[src/sv/sfpb_pkg.sv]
// ---------------------------------------------------------------------------
// sfpb_pkg
// Types and constants for the soft-bit frame to packed byte unit.
// ---------------------------------------------------------------------------
package sfpb_pkg;

  localparam int unsigned MAX_FRAME_BITS_DEF = 1280;
  localparam logic [10:0] MAX_BITS_RST       = 11'd1280;

  localparam logic [15:0] SYNC_ERASED  = 16'h6B20;
  localparam logic [15:0] SYNC_LAST    = 16'h6B2F;
  localparam logic [15:0] SOFT_ZERO_LO = 16'h0001;
  localparam logic [15:0] SOFT_ZERO_HI = 16'h007F;
  localparam logic [15:0] SOFT_ONE_LO  = 16'h0081;
  localparam logic [15:0] SOFT_ONE_HI  = 16'h00FF;

  typedef struct packed {
    logic [15:0] word;
    logic        frame_start;
  } sfpb_in_t;

  typedef struct packed {
    logic [7:0]  packed_byte;
    logic        byte_present;
    logic        frame_done;
    logic        erasure;
    logic [10:0] bit_count;
  } sfpb_out_t;

endpackage

[src/sv/softbit_frame_to_packed_bytes_unit.sv]
// ---------------------------------------------------------------------------
// softbit_frame_to_packed_bytes_unit
// Packs a G.192 soft-bit frame into bytes, MSB first, with frame status.
// ---------------------------------------------------------------------------
// Usage:
// - in_*: one 16-bit G.192 word per transaction; frame_start marks the sync
//   word. A sync, then a length, then one soft-bit word per bit.
// - out_*: at most one result per input word: a full byte, the last
//   (left-aligned) byte with frame_done, or a frame_done status alone on a
//   header error or zero length. Sync and most bit words give no result.
// - cfg_*: writes the max_frame_bits limit; always ready, write when idle.
// - The result is registered: it is on out_valid in the cycle after its word is taken.
// - Throughput: one word per cycle when not stalled; classify, shift and
//   count all sit in a single stage between handshake and result register.
// - A stalled receiver holds the result register; a new word is still taken
//   in the cycle that register drains, so in_ready = !out_valid | out_ready.
// - Reset waits for a sync word, sets the limit to 1280 and drops any
//   pending result.
// ---------------------------------------------------------------------------
module softbit_frame_to_packed_bytes_unit #(
  parameter int unsigned MAX_FRAME_BITS = sfpb_pkg::MAX_FRAME_BITS_DEF
) (
  input  logic                clk,
  input  logic                rst_n,
  input  logic                in_valid,
  output logic                in_ready,
  input  sfpb_pkg::sfpb_in_t  in_data,
  output logic                out_valid,
  input  logic                out_ready,
  output sfpb_pkg::sfpb_out_t out_data,
  input  logic                cfg_valid,
  output logic                cfg_ready,
  input  logic [10:0]         cfg_max_frame_bits
);
  import sfpb_pkg::*;

  localparam logic [1:0] PH_SYNC = 2'd0;
  localparam logic [1:0] PH_LEN  = 2'd1;
  localparam logic [1:0] PH_BITS = 2'd2;
  localparam logic [15:0] LimitMax = 16'(MAX_FRAME_BITS);

  logic [10:0] max_bits_r;
  logic [1:0]  phase_r, phase_nxt;
  logic [10:0] bits_left_r, bits_left_nxt;
  logic [10:0] frame_bits_r, frame_bits_nxt;
  logic [7:0]  byte_accum_r, byte_accum_nxt;
  logic [2:0]  bit_index_r, bit_index_nxt;
  logic        bad_seen_r, bad_seen_nxt;
  logic        erased_sync_r, erased_sync_nxt;
  logic        out_valid_r, out_valid_nxt;
  sfpb_out_t   out_data_r, out_data_nxt;

  logic        accept;
  logic [15:0] w;
  logic [15:0] cfg_lim;
  logic [15:0] limit;
  logic        is_one;
  logic        is_zero;
  logic [7:0]  accum_set;
  logic [10:0] left_dec;
  logic        bad_now;

  assign in_ready  = !out_valid_r || out_ready;
  assign accept    = in_valid && in_ready;
  assign cfg_ready = 1'b1;
  assign out_valid = out_valid_r;
  assign out_data  = out_data_r;

  assign w         = in_data.word;
  assign cfg_lim   = {5'd0, max_bits_r};
  assign limit     = (cfg_lim > LimitMax) ? LimitMax : cfg_lim;
  assign is_one    = w inside {[SOFT_ONE_LO:SOFT_ONE_HI]};
  assign is_zero   = w inside {[SOFT_ZERO_LO:SOFT_ZERO_HI]};
  assign accum_set = byte_accum_r | (is_one ? (8'd1 << bit_index_r) : 8'd0);
  assign left_dec  = bits_left_r - 11'd1;
  assign bad_now   = bad_seen_r || (!is_one && !is_zero);

  always_comb begin
    phase_nxt       = phase_r;
    bits_left_nxt   = bits_left_r;
    frame_bits_nxt  = frame_bits_r;
    byte_accum_nxt  = byte_accum_r;
    bit_index_nxt   = bit_index_r;
    bad_seen_nxt    = bad_seen_r;
    erased_sync_nxt = erased_sync_r;
    out_valid_nxt   = out_valid_r && !out_ready;
    out_data_nxt    = out_data_r;
    if (accept) begin
      out_valid_nxt = 1'b0;
      out_data_nxt  = '0;
      if (in_data.frame_start) begin
        if ((w < SYNC_ERASED) || (w > SYNC_LAST)) begin
          phase_nxt               = PH_SYNC;
          out_valid_nxt           = 1'b1;
          out_data_nxt.frame_done = 1'b1;
          out_data_nxt.erasure    = 1'b1;
        end else begin
          erased_sync_nxt = (w == SYNC_ERASED);
          phase_nxt       = PH_LEN;
        end
      end else begin
        case (phase_r)
          PH_LEN: begin
            phase_nxt = PH_SYNC;
            if (w[15] || (w > limit)) begin
              out_valid_nxt           = 1'b1;
              out_data_nxt.frame_done = 1'b1;
              out_data_nxt.erasure    = 1'b1;
            end else if (w == 16'd0) begin
              out_valid_nxt           = 1'b1;
              out_data_nxt.frame_done = 1'b1;
              out_data_nxt.erasure    = erased_sync_r;
            end else begin
              bits_left_nxt  = 11'(w);
              frame_bits_nxt = 11'(w);
              byte_accum_nxt = 8'd0;
              bit_index_nxt  = 3'd7;
              bad_seen_nxt   = 1'b0;
              phase_nxt      = PH_BITS;
            end
          end
          PH_BITS: begin
            bad_seen_nxt  = bad_now;
            bits_left_nxt = left_dec;
            if (left_dec == 11'd0) begin
              byte_accum_nxt            = 8'd0;
              bit_index_nxt             = 3'd7;
              phase_nxt                 = PH_SYNC;
              out_valid_nxt             = 1'b1;
              out_data_nxt.packed_byte  = accum_set;
              out_data_nxt.byte_present = 1'b1;
              out_data_nxt.frame_done   = 1'b1;
              out_data_nxt.erasure      = bad_now || erased_sync_r;
              out_data_nxt.bit_count    = frame_bits_r;
            end else if (bit_index_r == 3'd0) begin
              byte_accum_nxt            = 8'd0;
              bit_index_nxt             = 3'd7;
              out_valid_nxt             = 1'b1;
              out_data_nxt.packed_byte  = accum_set;
              out_data_nxt.byte_present = 1'b1;
            end else begin
              byte_accum_nxt = accum_set;
              bit_index_nxt  = bit_index_r - 3'd1;
            end
          end
          default: begin
          end
        endcase
      end
    end
  end

  always_ff @(posedge clk) begin
    if (!rst_n) begin
      max_bits_r    <= MAX_BITS_RST;
      phase_r       <= PH_SYNC;
      bits_left_r   <= 11'd0;
      frame_bits_r  <= 11'd0;
      byte_accum_r  <= 8'd0;
      bit_index_r   <= 3'd7;
      bad_seen_r    <= 1'b0;
      erased_sync_r <= 1'b0;
      out_valid_r   <= 1'b0;
    end else begin
      if (cfg_valid && cfg_ready) begin
        max_bits_r <= cfg_max_frame_bits;
      end
      phase_r       <= phase_nxt;
      bits_left_r   <= bits_left_nxt;
      frame_bits_r  <= frame_bits_nxt;
      byte_accum_r  <= byte_accum_nxt;
      bit_index_r   <= bit_index_nxt;
      bad_seen_r    <= bad_seen_nxt;
      erased_sync_r <= erased_sync_nxt;
      out_valid_r   <= out_valid_nxt;
    end
  end

  always_ff @(posedge clk) begin
    out_data_r <= out_data_nxt;
  end

endmodule

[config.mk]
export PLATFORM = sky130hd
export DESIGN_NAME = softbit_frame_to_packed_bytes_unit
export DESIGN_NICKNAME = d
export VERILOG_FILES = /design/src/sv/sfpb_pkg.sv /design/src/sv/softbit_frame_to_packed_bytes_unit.sv
export SDC_FILE = /design/constraint.sdc
export NUM_CORES = 1
export LEC_CHECK = 0
export BUFFER_PORTS_ARGS = -buffer_cell sky130_fd_sc_hd__buf_2
export CORE_MARGIN = 2
export CORE_UTILIZATION = 35
export CTS_BUF_LIST = sky130_fd_sc_hd__clkbuf_2
export DETAILED_ROUTE_END_ITERATION = 12
export PLACE_DENSITY = 0.53
export SLEW_MARGIN = 20
export SYNTH_ARGS = -nofsm -noshare
export SYNTH_HDL_FRONTEND = slang
export SYNTH_SLANG_ARGS = --single-unit
[constraint.sdc]
create_clock -name clk -period 3.45 [get_ports clk]
set_input_delay 0.345 -clock clk [delete_from_list [all_inputs] [get_ports clk]]
set_output_delay 0.345 -clock clk [all_outputs]
set_load 0.02 [all_outputs]
-- Word level (Yosys, flattened, before mapping)
Cells that the tools add are included.
- output and inout port bits: 25
- logic and storage cells: 103
- flip-flop bits (word level): 71
- bits of input ports: 33
- magnitude comparators: 8
- equal/unequal tests: 6
- multiplexer cells: 40
- shift-type cells: 1
- bitwise logic cells: 7
- add/subtract/negate cells: 2
- reduce and logical (&&, ||, !) cells: 25
- operator list (operator ; number):
    8-bit two-way mux ; 5
    11-bit two-way mux ; 3
    11-bit case mux with 2 select lines ; 1
    9-bit two-way mux ; 2
    16-bit by 15-bit equality test with 1-bit output, second input constant ; 1
    16-bit by 1-bit >= comparator with 1-bit output, second input constant ; 1
    16-bit by 8-bit >= comparator with 1-bit output, second input constant ; 1
    16-bit by 11-bit greater-than comparator with 1-bit output ; 1
    16-bit by 15-bit greater-than comparator with 1-bit output, second input constant ; 1
    16-bit by 7-bit less-or-equal comparator with 1-bit output, second input constant ; 1
    16-bit by 8-bit less-or-equal comparator with 1-bit output, second input constant ; 1
    16-bit logical NOT ; 1
    16-bit by 15-bit less-than comparator with 1-bit output, second input constant ; 1
    2-bit two-way mux ; 8
    8-bit case mux with 2 select lines ; 1
    13-bit two-way mux ; 1
    3-bit two-way mux ; 4
    11-bit greater-than comparator, second input constant ; 1
    11-bit logical NOT ; 1
    11-bit by 1-bit subtractor with 11-bit output, second input constant ; 1
    1-bit two-way mux ; 10
    5-bit AND reduction ; 2
    8-bit bitwise OR ; 1
    2-bit case mux with 2 select lines ; 2
    other kinds (18) ; 37

-- Depth between registers and ports, before layout
- depth after elaboration: 9
- mapped depth: 13

-- Worst setup path before layout
No wires, ideal clock.
- path type: reg-to-reg
- start: register max_bits_r[4]
- end: register frame_bits_r[10]
- setup slack: 0.657 ns
- setup time: 0.128 ns
- arrival: 2.666 ns
- buffers on the path: 1
- required time: 3.322 ns
- stages on the path, launching flop included: 14
- cell sequence: dfxtp_1 > nor4_1 > a21boi_0 > o21ai_1 > nand2_1 > ha_1 > nor2b_1 > o21ai_0 > a21boi_0 > o31ai_1 > and4_4 > buf_12 > mux2i_1 > nor2_1
- word-level cells in the longest chain between the ends: 6
- RTL lines (what ; line ; RTL):
    start: declaration ; softbit_frame_to_packed_bytes_unit.sv:42 ; logic [10:0] max_bits_r;
    start signal: assignment ; softbit_frame_to_packed_bytes_unit.sv:166 ; max_bits_r <= cfg_max_frame_bits;
    11-bit greater-than comparator ; softbit_frame_to_packed_bytes_unit.sv:71 ; assign limit = (cfg_lim > LimitMax) ? LimitMax : cfg_lim;
    11-bit two-way mux * ; softbit_frame_to_packed_bytes_unit.sv:71 ;
    16-bit by 11-bit greater-than comparator with 1-bit output * ; softbit_frame_to_packed_bytes_unit.sv:105 ; if (w[15] || (w > limit)) begin
    1-bit logical OR * ; softbit_frame_to_packed_bytes_unit.sv:105 ;
    1-bit inverter (no line) * ; -- ;
    5-bit AND reduction (no line) * ; -- ;
    end signal: assignment ; softbit_frame_to_packed_bytes_unit.sv:170 ; frame_bits_r <= frame_bits_nxt;
    end: declaration ; softbit_frame_to_packed_bytes_unit.sv:45 ; logic [10:0] frame_bits_r, frame_bits_nxt;
Mark *: on every way between the ends. The rest lies on a longest branch, timed or not.
A chain may end at the register's enable or synchronous reset.

-- Worst setup path after layout
- start: register max_bits_r[4]
- end: register frame_bits_r[2]
The elaborated chain is that of the path after synthesis.

==> flow_metrics.env <==
export IMPL_run_status="finished clean"
export IMPL_timing_critical_path_slowest_stage_cell="o31ai_1"
export IMPL_internal_power_mw=1.19
export IMPL_finalClockSkew_ps=27.6
export IMPL_synth_nets=451
export IMPL_grt_antenna_before_repair=0
export IMPL_fp_rows=37
export IMPL_max_clk_rate_ghz=0.318
export IMPL_detailed_place_hpwl_um=6610
export IMPL_synthFlopType="dfxtp_1"
export IMPL_power_switching_mw=0.425
export IMPL_design_die_area_mm2=0.0115
export IMPL_cts_htree_levels=3
export IMPL_vias_per_cell=5.11
export IMPL_drive_above_1_share_pct=19.4
export IMPL_port_buffers=56
export IMPL_cts_root_buffer_cell="clkbuf_2"
export IMPL_drt_pass1_iterations=4
export IMPL_timing_final_crit_share_pct=91.2
export IMPL_ioPinCount=58
export IMPL_top_count_cell_post_synth="nor2_1"
export IMPL_hold_path_class="in2reg"
export IMPL_power_density_mw_per_mm2=370
export IMPL_synth_seq_cells=71
export IMPL_start_util_pct=36.1
export IMPL_die_w_um=107
export IMPL_violation_count_after_the_first_detailed_route_iteration=157
export IMPL_yosys_warnings=0
export IMPL_area_leader_netlist="dfxtp_1"
export IMPL_worstPathArrival_ps=3570
export IMPL_grt_pass1_wl_um=14700
export IMPL_insertion_delay_ps=530
export IMPL_timing_worst_setup_path_type="reg2reg"
export IMPL_global_route_usage_total_pct=16.5
export IMPL_post_synth_cell_area_avg_um2=9.37
export IMPL_swShare_pct=26.4
export IMPL_post_route_worst_setup_slack_ps=304
export IMPL_final_hold_viols=0
export IMPL_antenna_left=0
export IMPL_netlist_cell_type_count=59
export IMPL_final_max_slew_violation_count=0
export IMPL_cts_setup_buffers=0
export IMPL_clock_sinks=71
export IMPL_detailroute_via_count=3072
export IMPL_synth_yosys_seq_area_share_pct=44.0
export IMPL_synthesis_area_mm2=0.00373
export IMPL_number_of_enable_flip_flop_cells_after_synthesis=22
export IMPL_yosysTopAreaCellShare_pct=26.3
export IMPL_p_seq_share_pct=55.0
export IMPL_synth_top_cells_by_count="50 x nor2_1, 49 x dfxtp_1, 38 x nand2_1"
export IMPL_crit_required_ps=3870
export IMPL_grt_start_max_net_pins=25
export IMPL_final_min_clock_period_ps=3150
export IMPL_post_layout_total_power_mw=1.61
export IMPL_place_worst_setup_slack_ps=296
export IMPL_slew_headroom_pct=51.7
export IMPL_gr_total_overflow=0
export IMPL_route_detailed_drc=0
export IMPL_share_clk_of_total_power_pct=35.4
export IMPL_core_region_area_mm2=0.0103
export IMPL_slowest_delay_ps=460
export IMPL_cts_inserted_buffers=9
export IMPL_grt_setup_unrepaired="false"
export IMPL_cts_tree="done"
export IMPL_synth_async_sr_flop_share_pct=0
export IMPL_ys_top_cells_by_area="dfxtp_1 26%, edfxtp_1 18%, ha_1 6.7%, mux2i_1 6.2%, nor2_1 5.0%"
export IMPL_final_count_of_negative_setup_slack_endpoints=0
export IMPL_antennaDiodeCount=0
export IMPL_number_of_global_route_vias_before_repair=2877
export IMPL_detail_route_wl_per_cell_um=15.0
export IMPL_peakVddDrop_mv=0.218
export IMPL_combinationalPowerShare_pct=9.6
export IMPL_clk_pin_slew_ps=230
export IMPL_clk_path_buf_depth=2
export IMPL_area_growth_synth_to_final_pct=16.5
export IMPL_synthesis_instances=398
export IMPL_setup_tns_ps=0
export IMPL_critPathLaunchType="flip-flop"
export IMPL_drv_max_cap_violation_count=0
export IMPL_crit_path_max_fanout=11
export IMPL_finalNetCount=513
export IMPL_gp_congestion=0.870
export IMPL_routed_wl_um=8990
export IMPL_floorplan_die_height_um=107
export IMPL_leakagePower_nw=1.76
export IMPL_worstSetupEndpointType="flip-flop"
export IMPL_worstPathCellList="nor4_1, a21boi_0, o21ai_1, buf_4, nand2_1, ha_1, nor2b_1, o21ai_0, a21boi_1, o31ai_1, and4_4, mux2i_1, nor2_1"
export IMPL_worst_pin_slew_ps=723
[registers in the layout, summed over array words and instances, names as in the netlist]
register,flops
out_valid,1
out_data,22
erased_sync_r,1
frame_bits_r,11
bits_left_r,11
bad_seen_r,1
max_bits_r,11
phase_r,2
byte_accum_r,8
bit_index_r,3
[critical path, delay by kind of cell, from the launching register on]
kind | cells | cell delay (ps)
AOI/OAI and AO/OA | 5 | 1010
and+or+nand+nor | 5 | 980
DFF | 1 | 370
adders and majority gates | 1 | 290
muxes | 1 | 230
buffers and inverters | 1 | 160
[routing by layer]
| metal | global-route usage [%] | share of wire, % | up-vias |
|---|---|---|---|
| li1 | - | - | 1567 |
| met2 | 25.4 | 44 | 89 |
| met3 | 3.45 | 4.8 | 10 |
| met4 | 4.82 | 1.1 | 0 |
| met1 | 23.4 | 50 | 1406 |
| met5 | 0 | 0 | - |
[area by class of cell]
class | instances | area [um2]
Clock inverter | 6 | 93.8
Sequential cell | 71 | 1640
Inverter | 15 | 56.3
Timing Repair Buffer | 71 | 410
Fill cell | 1035 | 5980
Multi-Input combinational cell | 292 | 1930
Tap cell | 136 | 170
Clock buffer | 10 | 50.0
[power by group through the flow]
stage	Sequential (mW)	Clock [mW]	Combinational (mW)
floorplan	0.914	0	0.0725
global placement	0.902	0	0.146
detailed placement	0.903	0	0.149
CTS	0.886	0.591	0.154
global route	0.888	0.635	0.172
finish	0.885	0.571	0.155
[through the flow]
| stage | hold WS (ps) | instances | util, % | cell area, um2 |
|---|---|---|---|---|
| after floorplan | 431 | 398 | - | 3730 |
| after global placement | 449 | 578 | 40.0 | 4130 |
| after detailed placement | 449 | 578 | 40.0 | 4130 |
| after CTS | 3.61 | 599 | 41.9 | 4330 |
| after global routing | 9.94 | 601 | 42.1 | 4350 |
| final | 36.2 | 601 | 42.1 | 4350 |
[cell families (layout without fill, tap and decap cells)]
logic type	Yosys count	after routing	share of synthesized area [%]
buffers and inverters	35	102	4.43
flip-flops	71	71	44.0
other	1	1	0.101
AND/OR/NAND/NOR	159	159	22.1
XOR/XNOR	2	2	0.470
AO/OA/AOI/OAI	87	87	16.0
adder cells (fa/ha/maj)	20	20	6.71
multiplexers	23	23	6.17
[final timing paths]
kind / start / endpoint / slack [ps] / cells after the start
hold reg to reg: byte_accum_r[0] / byte_accum_r[0] / 490 / 1
setup reg to reg: max_bits_r[4] / frame_bits_r[2] / 300 / 13
setup / recovery: max_bits_r[4] / frame_bits_r[2] / 300 / 13
hold / removal: cfg_max_frame_bits[5] / max_bits_r[5] / 40 / 3
[cells in the final DEF (no fill, tap or decap), types with 3 or more instances in the layout]
master / synthesis / final
nor4_1: 9 / 9
o21a_1: 7 / 6
or3_1: 3 / 3
or4_4: 3 / 3
nand3_1: 7 / 7
buf_2: 1 / 56
a21oi_1: 27 / 27
nor2b_1: 4 / 4
dfxtp_1: 49 / 49
nand2_1: 38 / 38
o31ai_1: 5 / 5
o21ai_0: 5 / 5
o32ai_1: 3 / 3
mux2i_1: 23 / 23
nand4_1: 5 / 5
nor3_1: 6 / 6
edfxtp_1: 22 / 22
nor2_1: 50 / 50
o21ai_1: 4 / 4
buf_4: 2 / 8
nand2b_1: 3 / 3
a22o_1: 7 / 7
inv_1: 14 / 14
clkbuf_2: 1 / 10
nand3b_1: 3 / 3
ha_1: 20 / 20
o211ai_1: 3 / 3
and2_1: 16 / 16
dlygate4sd3_1: 0 / 7
o221a_1: 3 / 3
a31oi_1: 6 / 6
[repair_timing]
action,CTS,global route
resized for setup,0,2
endpoints found under the hold margin,5,2
hold buffers,5,2
setup endpoints to repair,0,14
(Power assumes the default switching activity.)
